$ cat config.mk
export PLATFORM = sky130hd
export DESIGN_NAME = terminal_escape_key_decoder
export DESIGN_NICKNAME = d
export VERILOG_FILES = /design/src/design/tekd_pkg.sv /design/src/design/terminal_escape_key_decoder.sv
export SDC_FILE = /design/constraint.sdc
export NUM_CORES = 1
export LEC_CHECK = 0
export BUFFER_PORTS_ARGS = -buffer_cell sky130_fd_sc_hd__buf_2
export CELL_PAD_IN_SITES_DETAIL_PLACEMENT = 1
export CELL_PAD_IN_SITES_GLOBAL_PLACEMENT = 1
export CORE_UTILIZATION = 40
export CTS_BUF_LIST = sky130_fd_sc_hd__clkbuf_4 sky130_fd_sc_hd__clkbuf_8 sky130_fd_sc_hd__clkbuf_16
export CTS_CLUSTER_SIZE = 40
export DETAILED_ROUTE_END_ITERATION = 10
export GPL_ROUTABILITY_DRIVEN = 0
export PLACE_DENSITY_LB_ADDON = 0.1
export SLEW_MARGIN = 10
export SYNTH_ARGS = -nofsm -noshare
export SYNTH_HDL_FRONTEND = slang
export SYNTH_SLANG_ARGS = --single-unit
$ cat constraint.sdc
create_clock -name i_clk -period 3.4 [get_ports i_clk]
set_clock_uncertainty 0.1 [all_clocks]
set_input_delay 0.68 -clock i_clk [delete_from_list [all_inputs] [get_ports i_clk]]
set_output_delay 0.68 -clock i_clk [all_outputs]
set_load 0.02 [all_outputs]
$ cat src/design/tekd_pkg.sv
`timescale 1ns / 1ps

package tekd_pkg;

    typedef enum logic [3:0] {
        PH_IDLE  = 4'd0,
        PH_ESC   = 4'd1,
        PH_CSI   = 4'd2,
        PH_SS3   = 4'd3,
        PH_OTHER = 4'd4,
        PH_DIGIT = 4'd5,
        PH_ONE   = 4'd6,
        PH_SEMI  = 4'd7,
        PH_FIVE  = 4'd8
    } t_phase;

    typedef enum logic [3:0] {
        K_PLAIN  = 4'd0,
        K_ESC    = 4'd1,
        K_UP     = 4'd2,
        K_DOWN   = 4'd3,
        K_RIGHT  = 4'd4,
        K_LEFT   = 4'd5,
        K_CUP    = 4'd6,
        K_CDOWN  = 4'd7,
        K_CRIGHT = 4'd8,
        K_CLEFT  = 4'd9,
        K_HOME   = 4'd10,
        K_END    = 4'd11,
        K_DEL    = 4'd12,
        K_PGUP   = 4'd13,
        K_PGDN   = 4'd14
    } t_key;

    localparam logic [7:0] BYTE_ESC    = 8'd27;
    localparam logic [7:0] BYTE_LBRACK = 8'h5B;  // '['
    localparam logic [7:0] BYTE_O      = 8'h4F;  // 'O'
    localparam logic [7:0] BYTE_ONE    = 8'd49;  // '1'
    localparam logic [7:0] BYTE_SEMI   = 8'd59;  // ';'
    localparam logic [7:0] BYTE_FIVE   = 8'd53;  // '5'
    localparam logic [7:0] BYTE_TILDE  = 8'h7E;  // '~'
    localparam logic [7:0] BYTE_D0     = 8'h30;  // '0'
    localparam logic [7:0] BYTE_D3     = 8'h33;
    localparam logic [7:0] BYTE_D5     = 8'h35;
    localparam logic [7:0] BYTE_D6     = 8'h36;
    localparam logic [7:0] BYTE_D9     = 8'h39;
    localparam logic [7:0] BYTE_H      = 8'h48;
    localparam logic [7:0] BYTE_F      = 8'h46;
    localparam logic [7:0] BYTE_A      = 8'h41;
    localparam logic [7:0] BYTE_B      = 8'h42;
    localparam logic [7:0] BYTE_C      = 8'h43;
    localparam logic [7:0] BYTE_D      = 8'h44;

    localparam int unsigned KEY_W  = 4;
    localparam int unsigned BYTE_W = 8;

    // Arrow final byte to key; K_PLAIN when not an arrow.
    function automatic t_key arrow_of(input logic [7:0] b);
        t_key k;
        unique case (b)
            BYTE_A:  k = K_UP;
            BYTE_B:  k = K_DOWN;
            BYTE_C:  k = K_RIGHT;
            BYTE_D:  k = K_LEFT;
            default: k = K_PLAIN;
        endcase
        return k;
    endfunction

    function automatic t_key ctrl_arrow_of(input logic [7:0] b);
        t_key k;
        unique case (b)
            BYTE_A:  k = K_CUP;
            BYTE_B:  k = K_CDOWN;
            BYTE_C:  k = K_CRIGHT;
            BYTE_D:  k = K_CLEFT;
            default: k = K_PLAIN;
        endcase
        return k;
    endfunction

endpackage

$ cat src/design/terminal_escape_key_decoder.sv
`timescale 1ns / 1ps

// Decodes a terminal byte stream (or read-timeout ticks, i_mode = 1) into key
// codes: plain bytes pass through with key code 0, VT100 cursor, home/end,
// delete, page and ctrl-arrow sequences map to their codes, a timeout inside a
// short sequence gives a lone ESC, and broken sequences are dropped. One word
// is taken every cycle while o_in_stall is low; a word goes through the input
// register and one pass of the phase decoder into the result register, which
// drives the key outputs. Words that finish nothing produce no output word.
// Output stall backs up through the single input register to o_in_stall.
module terminal_escape_key_decoder (
    input  logic                            i_clk,
    input  logic                            i_rst_n,
    input  logic                            i_in_valid,
    output logic                            o_in_stall,
    input  logic                            i_mode,
    input  logic [tekd_pkg::BYTE_W-1:0]     i_data_byte,
    output logic                            o_out_valid,
    input  logic                            i_out_stall,
    output logic [tekd_pkg::KEY_W-1:0]      o_key_code,
    output logic [tekd_pkg::BYTE_W-1:0]     o_char_value
);

    logic                         r_in_valid;
    logic                         r_in_mode;
    logic [tekd_pkg::BYTE_W-1:0]  r_in_byte;

    tekd_pkg::t_phase             r_phase;
    tekd_pkg::t_phase             n_phase;
    logic [tekd_pkg::BYTE_W-1:0]  r_digit;
    logic [tekd_pkg::BYTE_W-1:0]  n_digit;

    logic                         r_out_valid;
    tekd_pkg::t_key               r_key;
    logic [tekd_pkg::BYTE_W-1:0]  r_char;

    logic                         res_valid;
    tekd_pkg::t_key               res_key;
    logic [tekd_pkg::BYTE_W-1:0]  res_char;
    tekd_pkg::t_key               arrow_k;
    tekd_pkg::t_key               carrow_k;

    logic out_free;
    logic proc_go;
    logic in_take;

    assign out_free   = !r_out_valid || !i_out_stall;
    assign proc_go    = r_in_valid && out_free;
    assign o_in_stall = r_in_valid && !out_free;
    assign in_take    = i_in_valid && !o_in_stall;

    assign arrow_k  = tekd_pkg::arrow_of(r_in_byte);
    assign carrow_k = tekd_pkg::ctrl_arrow_of(r_in_byte);

    always_ff @(posedge i_clk) begin
        if (!i_rst_n) begin
            r_in_valid <= 1'b0;
        end else if (in_take) begin
            r_in_valid <= 1'b1;
        end else if (proc_go) begin
            r_in_valid <= 1'b0;
        end
        if (in_take) begin
            r_in_mode <= i_mode;
            r_in_byte <= i_data_byte;
        end
    end

    always_ff @(posedge i_clk) begin
        if (!i_rst_n) begin
            r_phase <= tekd_pkg::PH_IDLE;
            r_digit <= '0;
        end else if (proc_go) begin
            r_phase <= n_phase;
            r_digit <= n_digit;
        end
    end

    // Phase decoder: one word per pass.
    always_comb begin
        n_phase   = r_phase;
        n_digit   = r_digit;
        res_valid = 1'b0;
        res_key   = tekd_pkg::K_PLAIN;
        res_char  = '0;

        unique case (r_phase)
            tekd_pkg::PH_ESC, tekd_pkg::PH_CSI, tekd_pkg::PH_SS3, tekd_pkg::PH_OTHER,
            tekd_pkg::PH_DIGIT, tekd_pkg::PH_ONE, tekd_pkg::PH_SEMI,
            tekd_pkg::PH_FIVE: begin
                // broken sequence unless an arm below says otherwise
                n_phase = tekd_pkg::PH_ESC;
                if (r_in_mode) begin
                    if (r_phase == tekd_pkg::PH_ONE || r_phase == tekd_pkg::PH_SEMI ||
                        r_phase == tekd_pkg::PH_FIVE) begin
                        n_phase = tekd_pkg::PH_ESC;
                    end else begin
                        n_phase   = tekd_pkg::PH_IDLE;
                        res_valid = 1'b1;
                        res_key   = tekd_pkg::K_ESC;
                    end
                end else begin
                    case (r_phase)
                        tekd_pkg::PH_ESC: begin
                            if (r_in_byte == tekd_pkg::BYTE_LBRACK) begin
                                n_phase = tekd_pkg::PH_CSI;
                            end else if (r_in_byte == tekd_pkg::BYTE_O) begin
                                n_phase = tekd_pkg::PH_SS3;
                            end else begin
                                n_phase = tekd_pkg::PH_OTHER;
                            end
                        end
                        tekd_pkg::PH_CSI: begin
                            if (r_in_byte == tekd_pkg::BYTE_ONE) begin
                                n_phase = tekd_pkg::PH_ONE;
                            end else if (r_in_byte >= tekd_pkg::BYTE_D0 &&
                                         r_in_byte <= tekd_pkg::BYTE_D9) begin
                                n_phase = tekd_pkg::PH_DIGIT;
                                n_digit = r_in_byte;
                            end else if (arrow_k != tekd_pkg::K_PLAIN) begin
                                n_phase   = tekd_pkg::PH_IDLE;
                                res_valid = 1'b1;
                                res_key   = arrow_k;
                            end else if (r_in_byte == tekd_pkg::BYTE_H) begin
                                n_phase   = tekd_pkg::PH_IDLE;
                                res_valid = 1'b1;
                                res_key   = tekd_pkg::K_HOME;
                            end else if (r_in_byte == tekd_pkg::BYTE_F) begin
                                n_phase   = tekd_pkg::PH_IDLE;
                                res_valid = 1'b1;
                                res_key   = tekd_pkg::K_END;
                            end
                        end
                        tekd_pkg::PH_SS3: begin
                            if (r_in_byte == tekd_pkg::BYTE_H) begin
                                n_phase   = tekd_pkg::PH_IDLE;
                                res_valid = 1'b1;
                                res_key   = tekd_pkg::K_HOME;
                            end else if (r_in_byte == tekd_pkg::BYTE_F) begin
                                n_phase   = tekd_pkg::PH_IDLE;
                                res_valid = 1'b1;
                                res_key   = tekd_pkg::K_END;
                            end
                        end
                        tekd_pkg::PH_DIGIT: begin
                            if (r_in_byte == tekd_pkg::BYTE_TILDE) begin
                                if (r_digit == tekd_pkg::BYTE_D3) begin
                                    n_phase   = tekd_pkg::PH_IDLE;
                                    res_valid = 1'b1;
                                    res_key   = tekd_pkg::K_DEL;
                                end else if (r_digit == tekd_pkg::BYTE_D5) begin
                                    n_phase   = tekd_pkg::PH_IDLE;
                                    res_valid = 1'b1;
                                    res_key   = tekd_pkg::K_PGUP;
                                end else if (r_digit == tekd_pkg::BYTE_D6) begin
                                    n_phase   = tekd_pkg::PH_IDLE;
                                    res_valid = 1'b1;
                                    res_key   = tekd_pkg::K_PGDN;
                                end
                            end
                        end
                        tekd_pkg::PH_ONE: begin
                            if (r_in_byte == tekd_pkg::BYTE_SEMI) begin
                                n_phase = tekd_pkg::PH_SEMI;
                            end
                        end
                        tekd_pkg::PH_SEMI: begin
                            if (r_in_byte == tekd_pkg::BYTE_FIVE) begin
                                n_phase = tekd_pkg::PH_FIVE;
                            end
                        end
                        tekd_pkg::PH_FIVE: begin
                            if (carrow_k != tekd_pkg::K_PLAIN) begin
                                n_phase   = tekd_pkg::PH_IDLE;
                                res_valid = 1'b1;
                                res_key   = carrow_k;
                            end
                        end
                        default: begin
                            // after ESC and another byte: that byte is dropped
                            n_phase = tekd_pkg::PH_ESC;
                        end
                    endcase
                end
            end
            default: begin
                // idle, and any unused code behaves as idle
                n_phase = tekd_pkg::PH_IDLE;
                if (!r_in_mode) begin
                    if (r_in_byte == tekd_pkg::BYTE_ESC) begin
                        n_phase = tekd_pkg::PH_ESC;
                    end else begin
                        res_valid = 1'b1;
                        res_key   = tekd_pkg::K_PLAIN;
                        res_char  = r_in_byte;
                    end
                end
            end
        endcase
    end

    always_ff @(posedge i_clk) begin
        if (!i_rst_n) begin
            r_out_valid <= 1'b0;
        end else if (proc_go) begin
            r_out_valid <= res_valid;
        end else if (!i_out_stall) begin
            r_out_valid <= 1'b0;
        end
        if (proc_go && res_valid) begin
            r_key  <= res_key;
            r_char <= res_char;
        end
    end

    assign o_out_valid  = r_out_valid;
    assign o_key_code   = r_key;
    assign o_char_value = r_char;

endmodule

# ---- Word-level counts from Yosys, hierarchy flattened
# Index checks and enable logic that the tools add are counted.
dict set report classes {
  order_cmp 2
  eq_ne 25
  mux 55
  n_bitwise 2
  reduce_logical 18
}
# op count
set ops {}
lappend ops {{== test 8 x 7 -> 1 bit, second input constant} 9}
lappend ops {{two-way mux 4 bit} 14}
lappend ops {{== test 8 x 6 -> 1 bit, second input constant} 6}
lappend ops {{case mux 4 bit (4 select lines)} 2}
lappend ops {{two-way mux 1 bit} 31}
lappend ops {{case mux 4 bit (7 select lines)} 1}
lappend ops {{== test 4 x 3 -> 1 bit, second input constant} 4}
lappend ops {{two-way mux 3 bit} 5}
lappend ops {{case mux 3 bit (4 select lines)} 1}
lappend ops {{OR reduction 10 bit} 1}
lappend ops {{== test 4 x 2 -> 1 bit, second input constant} 2}
lappend ops {{== test 8 x 5 -> 1 bit, second input constant} 1}
lappend ops {{greater-or-equal comparator 8 x 6 -> 1 bit, second input constant} 1}
lappend ops {{less-or-equal comparator 8 x 6 -> 1 bit, second input constant} 1}
lappend ops {{nonzero test 4 bit} 2}
lappend ops {{OR reduction 8 bit} 1}
lappend ops {{AND reduction 6 bit} 1}
lappend ops {{logical AND 1 bit} 5}
lappend ops {{== test 4 x 1 -> 1 bit, second input constant} 1}
lappend ops {{== test 4 bit, second input constant} 1}
lappend ops {{zero test 1 bit} 4}
lappend ops {{case mux 1 bit (4 select lines)} 1}
lappend ops {{logical OR 1 bit} 3}
lappend ops {{inequality test 2 x 1 -> 1 bit, second input constant} 1}
lappend ops {{other kinds (2)} 3}
dict set report word_totals {
  register_bits 35
  out_inout_bits 14
  wordCells 110
}

# ---- Longest topological paths before layout
# Gate-level depths: netlist of the first run.
dict set report logic_depth {
  depth_word 10
  ltp_mapped 7
  depth_no_buf 5
}

# ---- Worst setup path after synthesis of the first run
# No wires, ideal clock.
dict set report synth_timing {
  path_type {reg-to-reg}
  from {register r_in_byte[0] (netlist bit)}
  to {register r_char, in the netlist o_char_value[0], enable pin}
  setup_ps 396
  arrival_ps 2622
  required_time_ps 2904
  path_slack_ps 282
  stages_incl_launch_ff 6
  n_path_buf 0
  period_less_slack_ps 3118
  path_cell_list {edfxtp_1 > or3b_2 > nor4_2 > a32oi_1 > and4_1 > nor3_1}
}
dict set report synth_between {
  elab_chain_len 10
}
# element line_no
set synth_rtl {}
lappend synth_rtl {{start: declaration} terminal_escape_key_decoder.sv:26} ;# logic [tekd_pkg::BYTE_W-1:0] r_in_byte;
lappend synth_rtl {{start signal: assignment} terminal_escape_key_decoder.sv:65} ;# r_in_byte <= i_data_byte;
lappend synth_rtl {{== test 8 x 7 -> 1 bit, on equally long branches} n/a}
lappend synth_rtl {{case mux 3 bit (4 select lines) / two-way mux 1 bit (equally long branches)} {tekd_pkg.sv:60, terminal_escape_key_decoder.sv:128, terminal_escape_key_decoder.sv:139}}
lappend synth_rtl {{nonzero test 4 bit / two-way mux 1 bit (equally long branches)} {terminal_escape_key_decoder.sv:120, terminal_escape_key_decoder.sv:124}}
lappend synth_rtl {{two-way mux 1 bit} terminal_escape_key_decoder.sv:120} ;# end else if (arrow_k != tekd_pkg::K_PLAIN) begin
lappend synth_rtl {{two-way mux 1 bit} terminal_escape_key_decoder.sv:116} ;# end else if (r_in_byte >= tekd_pkg::BYTE_D0 &&
lappend synth_rtl {{two-way mux 1 bit} terminal_escape_key_decoder.sv:114} ;# if (r_in_byte == tekd_pkg::BYTE_ONE) begin
lappend synth_rtl {{case mux 1 bit (4 select lines)} terminal_escape_key_decoder.sv:103} ;# case (r_phase)
lappend synth_rtl {{two-way mux 1 bit} terminal_escape_key_decoder.sv:93} ;# if (r_in_mode) begin
lappend synth_rtl {{two-way mux 1 bit (*)} terminal_escape_key_decoder.sv:87} ;# unique case (r_phase)
lappend synth_rtl {{logical AND 1 bit (*)} terminal_escape_key_decoder.sv:210} ;# if (proc_go && res_valid) begin
lappend synth_rtl {{end signal: assignment} terminal_escape_key_decoder.sv:212} ;# r_char <= res_char;
lappend synth_rtl {{end: declaration} terminal_escape_key_decoder.sv:35} ;# logic [tekd_pkg::BYTE_W-1:0] r_char;
# Mark *: on every way between the ends. The rest lies on a longest branch, timed or not.
# A chain may end at the register's enable or synchronous reset.

# ---- Worst setup path after layout of the first run
dict set report layout_timing {
  from {register r_in_byte[0] (netlist bit)}
  to {register r_char, in the netlist o_char_value[4], enable pin}
}
# The elaborated chain is that of the path after synthesis.

==> summary.txt, run 1 <==
Status
  – Status: finished clean

Synthesis
  – Asr flop ratio synth: 0
  – Most used DFF post-synth: edfxtp_1
  – Post-synthesis cell count: 206
  – Post-synthesis sequential area ratio: 0.455
  – Synth unique cells: 53
  – Syn_nets: 219
  – Mean Syn Cell Area: 9.72 um2
  – Synth top area share: 0.315
  – Number of synthesis warnings: 0
  – Cell Area, Synth: 2000 um2
  – #FFs+latches synth: 35
  – Synth area leaders: edfxtp_1, dfxtp_1, nor2_1
  – Yosys top cell by area: edfxtp_1
  – Post-synth EDFFs: 21

CTS
  – Post-CTS Setup Bufs: 0
  – H-tree depth: 2
  – Post-cts sizing count: 0
  – CTS Hold Bufs: 0
  – Clk slew on worst S/H paths: 0.07 ns
  – CTS Buf Count: 5
  – CTS Root Cell: clkbuf_8
  – Clock Tree Buf Depth: 2
  – Worst-Skew Late Latency: 0.29 ns
  – CTS sink count: 35
  – CTS tree: yes

Setup path
  – Family with the most delay on the worst path: simple AND/OR/NAND/NOR gates
  – WP buf/inv: 1
  – CP startpoint kind: flop
  – Crit path largest cell delay: 0.58 ns
  – Setup crit end kind: flop
  – Data required, critical path: 3.29 ns
  – Worst R2R Start: r_in_byte[0]
  – Flop2flop setup slack: 0.49 ns
  – Largest fanout on the critical path: 15
  – Critical path class: flop to flop
  – CP arrival: 2.80 ns
  – CP Cell Sequence: or3b_2 > nor4_2 > a32oi_1 > and4_1 > nor3_1 > buf_4
  – Reg-to-reg endpoint: o_char_value[4]
  – Slowest library cell on the worst path: edfxtp_1
  – R2r worst-path depth: 6

Die
  – Die W: 72.7 um
  – Core Area: 4750 um2
  – Top Ports: 27
  – Initial core utilization: 0.421
  – Die area: 5290 um2
  – Die Height: 72.7 um
  – Rows: 25

Global routing
  – Largest net degree at the start of global routing: 17
  – Antenna violations before repair: 0
  – GR Overflow Total: 0
  – Vias in the first global route: 1789
  – GRT Util Overall: 0.229
  – First-pass GRT wire length: 8.93 mm

Placed design
  – Place WS: 0.556 ns
  – Hpwl dp: 3.98 mm
  – Buffers on Ports: 26
  – Dpl cells: 287

Timing
  – Max Freq: 0.344 GHz
  – Hold_ws: 0.351 ns
  – RSZ-0062 raised after global routing: false
  – Final Critical Period: 2.91 ns
  – Fin crit share: 0.855
  – Worst Tran Pin Value: 0.834 ns
  – Worst setup slack after layout: 0.491 ns
  – Final setup viols: 0
  – Slew headroom: 0.443
  – Setup TNS: 0 ns
  – Final Max Tran Viols: 0
  – Final Hold Viols: 0

Min path
  – Hold Path End: r_digit[4]
  – Worst hold start: r_digit[4]
  – Min-Delay Path Class: flop to flop
  – Min-Delay Path Depth: 2

Routing
  – Antenna-violating nets left: 0
  – Detailed Routing Iterations Pass 1: 4
  – DRT iter0 DRCs: 170
  – Drt drc: 0
  – Vias per Instance: 5.81
  – Metal3 WL: 201 um
  – WL per Instance: 18.1 um
  – Via count: 1715
  – Met2 WL: 2.59 mm
  – Post-Route WL: 5.33 mm
  – DRT met1 WL: 2.37 mm
  – Top layer in use: met4

Power and ir drop
  – Pwr/cell area: 378 nW/um2
  – Pleak: 0.000826 uW
  – Peak supply drop: 0.229 mV

Finish
  – Fillers: 556
  – Post-Layout Cell Count: 295
  – Register area: 911 um2
  – Area grow syn2layout: 13.5%
  – Net count of the finished layout: 240
  – Footprint of the multi-input gates: 1000 um2
  – Share of layout cells above drive strength 1: 0.202
  – N_diodes: 0

Job
  – Max-Cap Viols: 0
registers in the layout (all words and copies together) (netlist names):
name,cells
o_char_value,8
r_digit,8
r_in_byte,8
o_key_code,4
r_phase,4
o_out_valid,1
r_in_mode,1
r_in_valid,1
routing by layer:
metal / GRT usage / up-vias
met5: 0 / -
met2: 0.380 / 42
li1: - / 829
met4: 0.124 / 0
met3: 0.0442 / 15
met1: 0.280 / 829
cells by family (layout without fill, tap and decap cells):
logic type / after synthesis / in the layout / synth area share
DFF: 35 / 35 / 0.455
and+or+nand+nor: 95 / 95 / 0.306
AOI/OAI and AO/OA: 44 / 44 / 0.146
buffers and inverters: 22 / 44 / 0.0456
xor gates and xnor gates: 5 / 5 / 0.0219
muxes: 5 / 5 / 0.0250
cell usage after synthesis (2+ instances only):
library cell,instances
nand4b_1,2
or3b_2,2
nand2_1,11
edfxtp_1,21
clkbuf_1,13
xnor2_1,3
inv_1,6
and3b_1,3
nor3_1,6
xor2_1,2
nand4_1,6
o21ai_0,8
or4b_1,2
nor2b_1,5
a31oi_1,5
or4bb_1,2
a21oi_1,11
o2111a_1,2
and2_1,6
nand2b_1,3
nor4b_1,5
a2111oi_0,2
and3_1,7
mux2i_1,5
dfxtp_1,14
o21a_1,2
and4_1,2
or4b_2,3
nand3b_1,3
nand3_1,2
or4_1,2
o22ai_1,3
nor4bb_1,2
nor2_1,16
per-stage QoR:
stage                     cell area [um2]   util  power [uW]
after global placement               2180  0.458         547
final                                2270  0.478         858
after global routing                 2270  0.478         892
after detailed placement             2180  0.458         549
after floorplan                      2000      -         523
after CTS                            2270  0.478         869
worst register-to-register path, stage by stage, from the launching register on:
cell and delay (ns):
edfxtp_1 0.58, or3b_2 0.57, nor4_2 0.48, a32oi_1 0.19
and4_1 0.27, nor3_1 0.19, buf_4 0.22
final cells by class:
| cell class | count | area share |
|---|---|---|
| inverter | 6 | 0.00991 |
| clock buffer | 7 | 0.0396 |
| tap | 67 | 0.0369 |
| timing repair buffer | 30 | 0.0705 |
| sequential | 35 | 0.401 |
| clock inverter | 1 | 0.00220 |
| multi-input combinational | 149 | 0.440 |
cells in the final DEF, fill, tap and decap left out, drive strengths merged, types with 2 or more instances in the layout:
cell type / Yosys / final
o22ai: 3 / 3
mux2i: 5 / 5
xnor2: 3 / 3
xor2: 2 / 2
dfxtp: 14 / 14
a2111oi: 2 / 2
inv: 6 / 6
nor4b: 5 / 5
buf: 3 / 30
or4bb: 2 / 2
a21oi: 11 / 11
nor2b: 5 / 5
nor4bb: 2 / 2
nor3: 6 / 6
clkbuf: 13 / 7
nand3b: 3 / 3
or4: 3 / 3
nand4b: 2 / 2
o21ai: 8 / 8
nand4: 6 / 6
or4b: 5 / 5
nand2: 11 / 11
and2: 6 / 6
or3b: 2 / 2
a31oi: 5 / 5
and4: 2 / 2
o21a: 2 / 2
nand3: 2 / 2
edfxtp: 21 / 21
nand2b: 3 / 3
o2111a: 2 / 2
nor2: 16 / 16
and3: 7 / 7
and3b: 3 / 3
power by group:
part	internal (uW)	switching, uW
logic	24.6	36.7
clock network	171	146
registers	461	18.8
worst max path at each step:
stage                  from              end  cells past startpoint
6_report       r_in_byte[0]  o_char_value[4]                      6
5_1_grt        r_in_byte[0]  o_char_value[4]                      6
4_1_cts        r_in_byte[0]  o_char_value[4]                      6
3_5_place_dp   r_in_byte[0]  o_char_value[7]                      6
3_3_place_gp   r_in_byte[0]  o_char_value[4]                      6
2_1_floorplan  r_in_byte[0]  o_char_value[0]                      5
Power figures use the tool's default switching activity.
==> inputs of run 2 (changes only) <==
Settings changed: RECOVER_POWER set to 50.
==> summary.txt, run 2 (same netlist as run 1, synthesis figures left out) <==
CTS
  – Post-cts sizing count: 0 (unchanged)
  – Clk slew on worst S/H paths: 0.07 ns (about the same)
  – CTS tree: yes
  – Clock Tree Buf Depth: 2 (unchanged)
  – CTS Root Cell: clkbuf_8
  – Worst-Skew Late Latency: 0.29 ns (about the same)
  – CTS Hold Bufs: 0 (unchanged)
  – Post-CTS Setup Bufs: 0 (unchanged)
  – CTS Buf Count: 5 (unchanged)
  – CTS sink count: 35 (unchanged)
  – H-tree depth: 2 (unchanged)

Routing
  – Via count: 1721 (+0.35%)
  – Vias per Instance: 5.83 (+0.35%)
  – WL per Instance: 18.1 um (+0.15%)
  – Detailed Routing Iterations Pass 1: 4 (unchanged)
  – Post-Route WL: 5.34 mm (+0.15%)
  – Drt drc: 0 (unchanged)
  – DRT iter0 DRCs: 145 (-15%)
  – Antenna-violating nets left: 0 (unchanged)

Power and ir drop
  – Pwr Total: 857 uW (-0.14%)
  – P_sw: 201 uW (about the same)
  – Share of power burned in registers: 0.561 (+0.002)
  – Clock network power share: 0.369 (about the same)
  – Comb pwr share: 0.070 (about the same)
  – Switching part of the total: 0.234 (about the same)
  – Pwr/cell area: 380 nW/um2 (+0.69%)
  – Pleak: 0.000777 uW (-6.0%)
  – P_int: 656 uW (-0.17%)
  – Peak supply drop: 0.227 mV (-0.48%)

Timing
  – Final setup viols: 0 (unchanged)
  – Final Critical Period: 2.91 ns (-0.0000860 ns)
  – Final Max Tran Viols: 0 (unchanged)
  – RSZ-0062 raised after global routing: false
  – Fin crit share: 0.855 (about the same)
  – Setup TNS: 0 ns (unchanged)
  – Slew headroom: 0.447 (+0.00379)
  – Worst setup slack after layout: 0.491 ns (+0.0000860 ns)
  – Max Freq: 0.344 GHz (about the same)
  – Worst Tran Pin Value: 0.828 ns (-0.00567 ns)
  – Final Hold Viols: 0 (unchanged)

Global routing
  – First-pass GRT wire length: 8.93 mm (unchanged)
  – GRT Util Overall: 0.229 (unchanged)
  – GR Overflow Total: 0 (unchanged)
  – Largest net degree at the start of global routing: 17 (unchanged)
  – Vias in the first global route: 1789 (unchanged)
  – Antenna violations before repair: 0 (unchanged)

Placed design
  – Hpwl dp: 3.98 mm (unchanged)
  – Buffers on Ports: 26 (unchanged)
  – Placed cell areas: 2180 um2 (unchanged)
  – Place WS: 0.556 ns (unchanged)

Finish
  – Util after Layout: 0.474 (-0.00395)
  – Design area: 2250 um2 (-0.83%)
  – N_diodes: 0 (unchanged)
  – Footprint of the multi-input gates: 1000 um2 (unchanged)
  – Register area: 911 um2 (unchanged)
  – Net count of the finished layout: 240 (unchanged)
  – Fillers: 555 (-0.18%)
  – Area grow syn2layout: 12.6%
  – Share of layout cells above drive strength 1: 0.136 (-0.0658)
  – Commonest non-fill, non-tap cell in the layout: edfxtp_1
  – Commonest non-fill, non-tap cells in the layout: edfxtp_1, nor2_1, clkbuf_1

Die
  – Core Area: 4750 um2 (unchanged)
  – Die area: 5290 um2 (unchanged)
  – Die W: 72.7 um (unchanged)
  – Rows: 25 (unchanged)
  – Top Ports: 27 (unchanged)
  – Die Height: 72.7 um (unchanged)
  – Initial core utilization: 0.421 (unchanged)

Setup path
  – CP startpoint kind: flop
  – CP arrival: 2.80 ns (about the same)
  – Largest fanout on the critical path: 15 (unchanged)
  – Setup crit end kind: flop
  – Data required, critical path: 3.29 ns (about the same)
  – Critical path class: flop to flop

Min path
  – Min-Delay Path Class: flop to flop

Job
  – Max-Cap Viols: 0 (unchanged)

Status
  – Status: finished clean
run 2: cell count changes in the layout (fill, tap and decap cells not counted), sizes merged:
cell / change
clkbuf: +15
buf: -15
run 2: metrics by stage:
step / std cells / hold WS, ns
floorplan: 206 / 0.320
global route: 295 / 0.378
detailed placement: 287 / 0.342
CTS: 295 / 0.353
global placement: 287 / 0.329
finish: 295 / 0.351
run 2: power groups by stage:
stage,logic (uW),clock network [uW],registers (uW)
after floorplan,43.0,0,480
after global placement,59.4,0,487
after detailed placement,60.7,0,488
after CTS,61.3,328,480
after global routing,66.0,343,482
final,60.0,316,480
run 2: layer usage:
layer	GRT usage	wire length [um]	vias up
met5	0	0	-
met4	0.124	167	0
met3	0.0442	254	15
met2	0.380	2610	51
met1	0.280	2310	826
li1	-	-	829
run 2: path summary, 6_finish.rpt:
| check | from | endpoint | slack [ns] | depth (start not counted) |
|---|---|---|---|---|
| worst max-delay path | r_in_byte[0] | o_char_value[4] | 0.49 | 6 |
| worst max register to register | r_in_byte[0] | o_char_value[4] | 0.49 | 6 |
| worst min register to register | r_digit[4] | r_digit[4] | 0.35 | 2 |
| worst min-delay path | r_digit[4] | r_digit[4] | 0.35 | 2 |
run 2: layout make-up:
class,instances,area share
multi-input combinational,149,0.444
clock buffer,7,0.0400
inverter,6,0.00999
timing repair buffer,30,0.0627
tap,67,0.0372
clock inverter,1,0.00222
sequential,35,0.404
run 2: critical path, cell delays in order (launching register included):
cell and delay (ns):
edfxtp_1 0.58, or3b_2 0.57, nor4_2 0.47, a32oi_1 0.19, and4_1 0.27, nor3_1 0.19
buf_4 0.23
==> inputs of run 3 (changes only) <==
Settings changed: CORE_UTILIZATION 40 to 44.
Clock period 3.4 ns to 2.8 ns, I/O delays scaled along.
==> summary.txt, run 3 (same netlist as run 1, synthesis figures left out) <==
Finish
  – Commonest non-fill, non-tap cells in the layout: edfxtp_1, nor2_1, clkbuf_1
  – Util after Layout: 0.533 (+0.0594)
  – Fillers: 514 (-7.4%)
  – Net count of the finished layout: 249 (+3.8%)
  – Commonest non-fill, non-tap cell in the layout: edfxtp_1
  – N_diodes: 0 (unchanged)
  – Share of layout cells above drive strength 1: 0.169 (+0.0328)
  – Area grow syn2layout: 16.0%

Timing
  – Final Critical Period: 2.65 ns (-0.259 ns)
  – Worst Tran Pin Value: 0.605 ns (-0.223 ns)
  – RSZ-0062 raised after global routing: false
  – Fin crit share: 0.946 (+0.0907)
  – Final setup viols: 0 (unchanged)
  – Final Hold Viols: 0 (unchanged)
  – Final Max Tran Viols: 0 (unchanged)
  – Max Freq: 0.377 GHz (+9.8%)
  – Slew headroom: 0.591 (+0.144)
  – Setup TNS: 0 ns (unchanged)

Die
  – Rows: 24 (-4.0%)
  – Core Area: 4350 um2 (-8.4%)
  – Top Ports: 27 (unchanged)
  – Die W: 69.5 um (-4.5%)
  – Die Height: 69.5 um (-4.5%)
  – Die area: 4820 um2 (-8.9%)
  – Initial core utilization: 0.460 (+0.0387)

CTS
  – Post-cts sizing count: 0 (unchanged)
  – CTS sink count: 35 (unchanged)
  – Clk slew on worst S/H paths: 0.07 ns (about the same)
  – CTS Buf Count: 5 (unchanged)
  – H-tree depth: 2 (unchanged)
  – Worst-Skew Late Latency: 0.29 ns (about the same)
  – Post-CTS Setup Bufs: 0 (unchanged)
  – CTS Hold Bufs: 0 (unchanged)
  – CTS Root Cell: clkbuf_8
  – Clock Tree Buf Depth: 2 (unchanged)
  – CTS tree: yes

Routing
  – Post-Route WL: 5.65 mm (+5.8%)
  – Detailed Routing Iterations Pass 1: 4 (unchanged)
  – Drt drc: 0 (unchanged)
  – DRT iter0 DRCs: 128 (-12%)
  – Vias per Instance: 6.18 (+6.0%)
  – Antenna-violating nets left: 0 (unchanged)
  – WL per Instance: 19.6 um (+8.0%)
  – Via count: 1787 (+3.8%)

Setup path
  – CP startpoint kind: flop
  – Worst R2R Start: r_in_byte[7]
  – Flop2flop setup slack: 0.15 ns (-0.34 ns)
  – WP buf/inv: 1 (unchanged)
  – Crit path largest cell delay: 0.54 ns (-0.04 ns)
  – CP arrival: 2.54 ns (-0.26 ns)
  – R2r worst-path depth: 6 (unchanged)
  – CP Cell Sequence: or3b_2 > nor4_2 > a32oi_1 > and4_1 > nor3_2 > buf_4
  – Critical path class: flop to flop
  – CP startpoint: r_in_byte[7]
  – Largest fanout on the critical path: 12 (-3)
  – Family with the most delay on the worst path: simple AND/OR/NAND/NOR gates
  – Data required, critical path: 2.69 ns (-0.60 ns)
  – Reg-to-reg endpoint: o_key_code[2]
  – Setup crit end kind: flop
  – Slowest library cell on the worst path: edfxtp_1

Global routing
  – GR Overflow Total: 0 (unchanged)
  – Antenna violations before repair: 0 (unchanged)
  – Largest net degree at the start of global routing: 18 (+1)
  – GRT Util Overall: 0.245 (+0.0166)
  – First-pass GRT wire length: 9.13 mm (+2.2%)
  – Vias in the first global route: 1810 (+1.2%)

Placed design
  – Hpwl dp: 4.21 mm (+5.7%)
  – Buffers on Ports: 26 (unchanged)

Job
  – Max-Cap Viols: 0 (unchanged)

Power and ir drop
  – Peak supply drop: 0.338 mV (+49%)
  – Pleak: 0.000828 uW (+6.6%)
  – Pwr/cell area: 484 nW/um2 (+27%)

Status
  – Status: finished clean

Min path
  – Hold Path End: r_in_mode
  – Min-Delay Path Class: input port to flop
  – Min-Delay Path Depth: 1 (-1)
  – Worst hold start: i_mode
[run 3: changes by cell type in the layout (fill, tap and decap cells not counted)]
| cell | before | now |
|---|---|---|
| buf_4 | 4 | 12 |
| bufinv_16 | 0 | 1 |
| clkbuf_1 | 15 | 16 |
| clkbuf_4 | 1 | 2 |
| clkbuf_8 | 6 | 5 |
| clkinv_2 | 1 | 0 |
| nor3_1 | 6 | 5 |
| nor3_2 | 0 | 1 |
[run 3: final cells by class]
type,instances,area [um2],share of cell area
Multi-Input combinational cell,149,1000,0.433
Sequential cell,35,911,0.392
Timing Repair Buffer,39,205,0.0884
Clock buffer,7,83.8,0.0361
Tap cell,52,65.1,0.0280
Clock inverter,1,30.0,0.0129
Inverter,6,22.5,0.00970
[run 3: worst max-delay path by stage]
stage | to | depth (start not counted)
after floorplan | o_char_value[0] | 5
after global placement | o_char_value[6] | 6
after detailed placement | o_char_value[1] | 6
after CTS | o_key_code[2] | 6
after global routing | o_key_code[2] | 6
final | o_key_code[2] | 6
[run 3: worst register-to-register path, delay by kind of cell, from the launching register on]
family                 cells  cell delay, ns
buffers and inverters      1            0.22
AO/OA/AOI/OAI              1            0.18
AND/OR/NAND/NOR            4            1.30
flip-flops                 1            0.54
[run 3: routing by layer]
metal | up-vias | part of all wire | GRT usage
met4 | 0 | 0.024 | 0.107
met5 | - | 0 | 0
met3 | 15 | 0.064 | 0.0567
met2 | 70 | 0.50 | 0.412
li1 | 845 | - | -
met1 | 857 | 0.42 | 0.300
[run 3: stage by stage]
step	instance area, um2	hold slack [ns]	std cells	power (uW)	worst slack, ns
5_1_grt	2320	0.335	289	1160	0.0268
6_report	2320	0.342	289	1120	0.151
2_1_floorplan	2010	0.320	206	635	0.0331
3_5_place_dp	2230	0.347	281	674	0.188
3_3_place_gp	2230	0.329	281	670	0.273
4_1_cts	2340	0.337	289	1130	0.183
[run 3: power breakdown]
group          leakage [uW]  internal, uW  switching, uW
logic              0.000449          32.7           55.3
registers          0.000320           560           14.4
clock network     0.0000593           286            175
total              0.000828           878            245
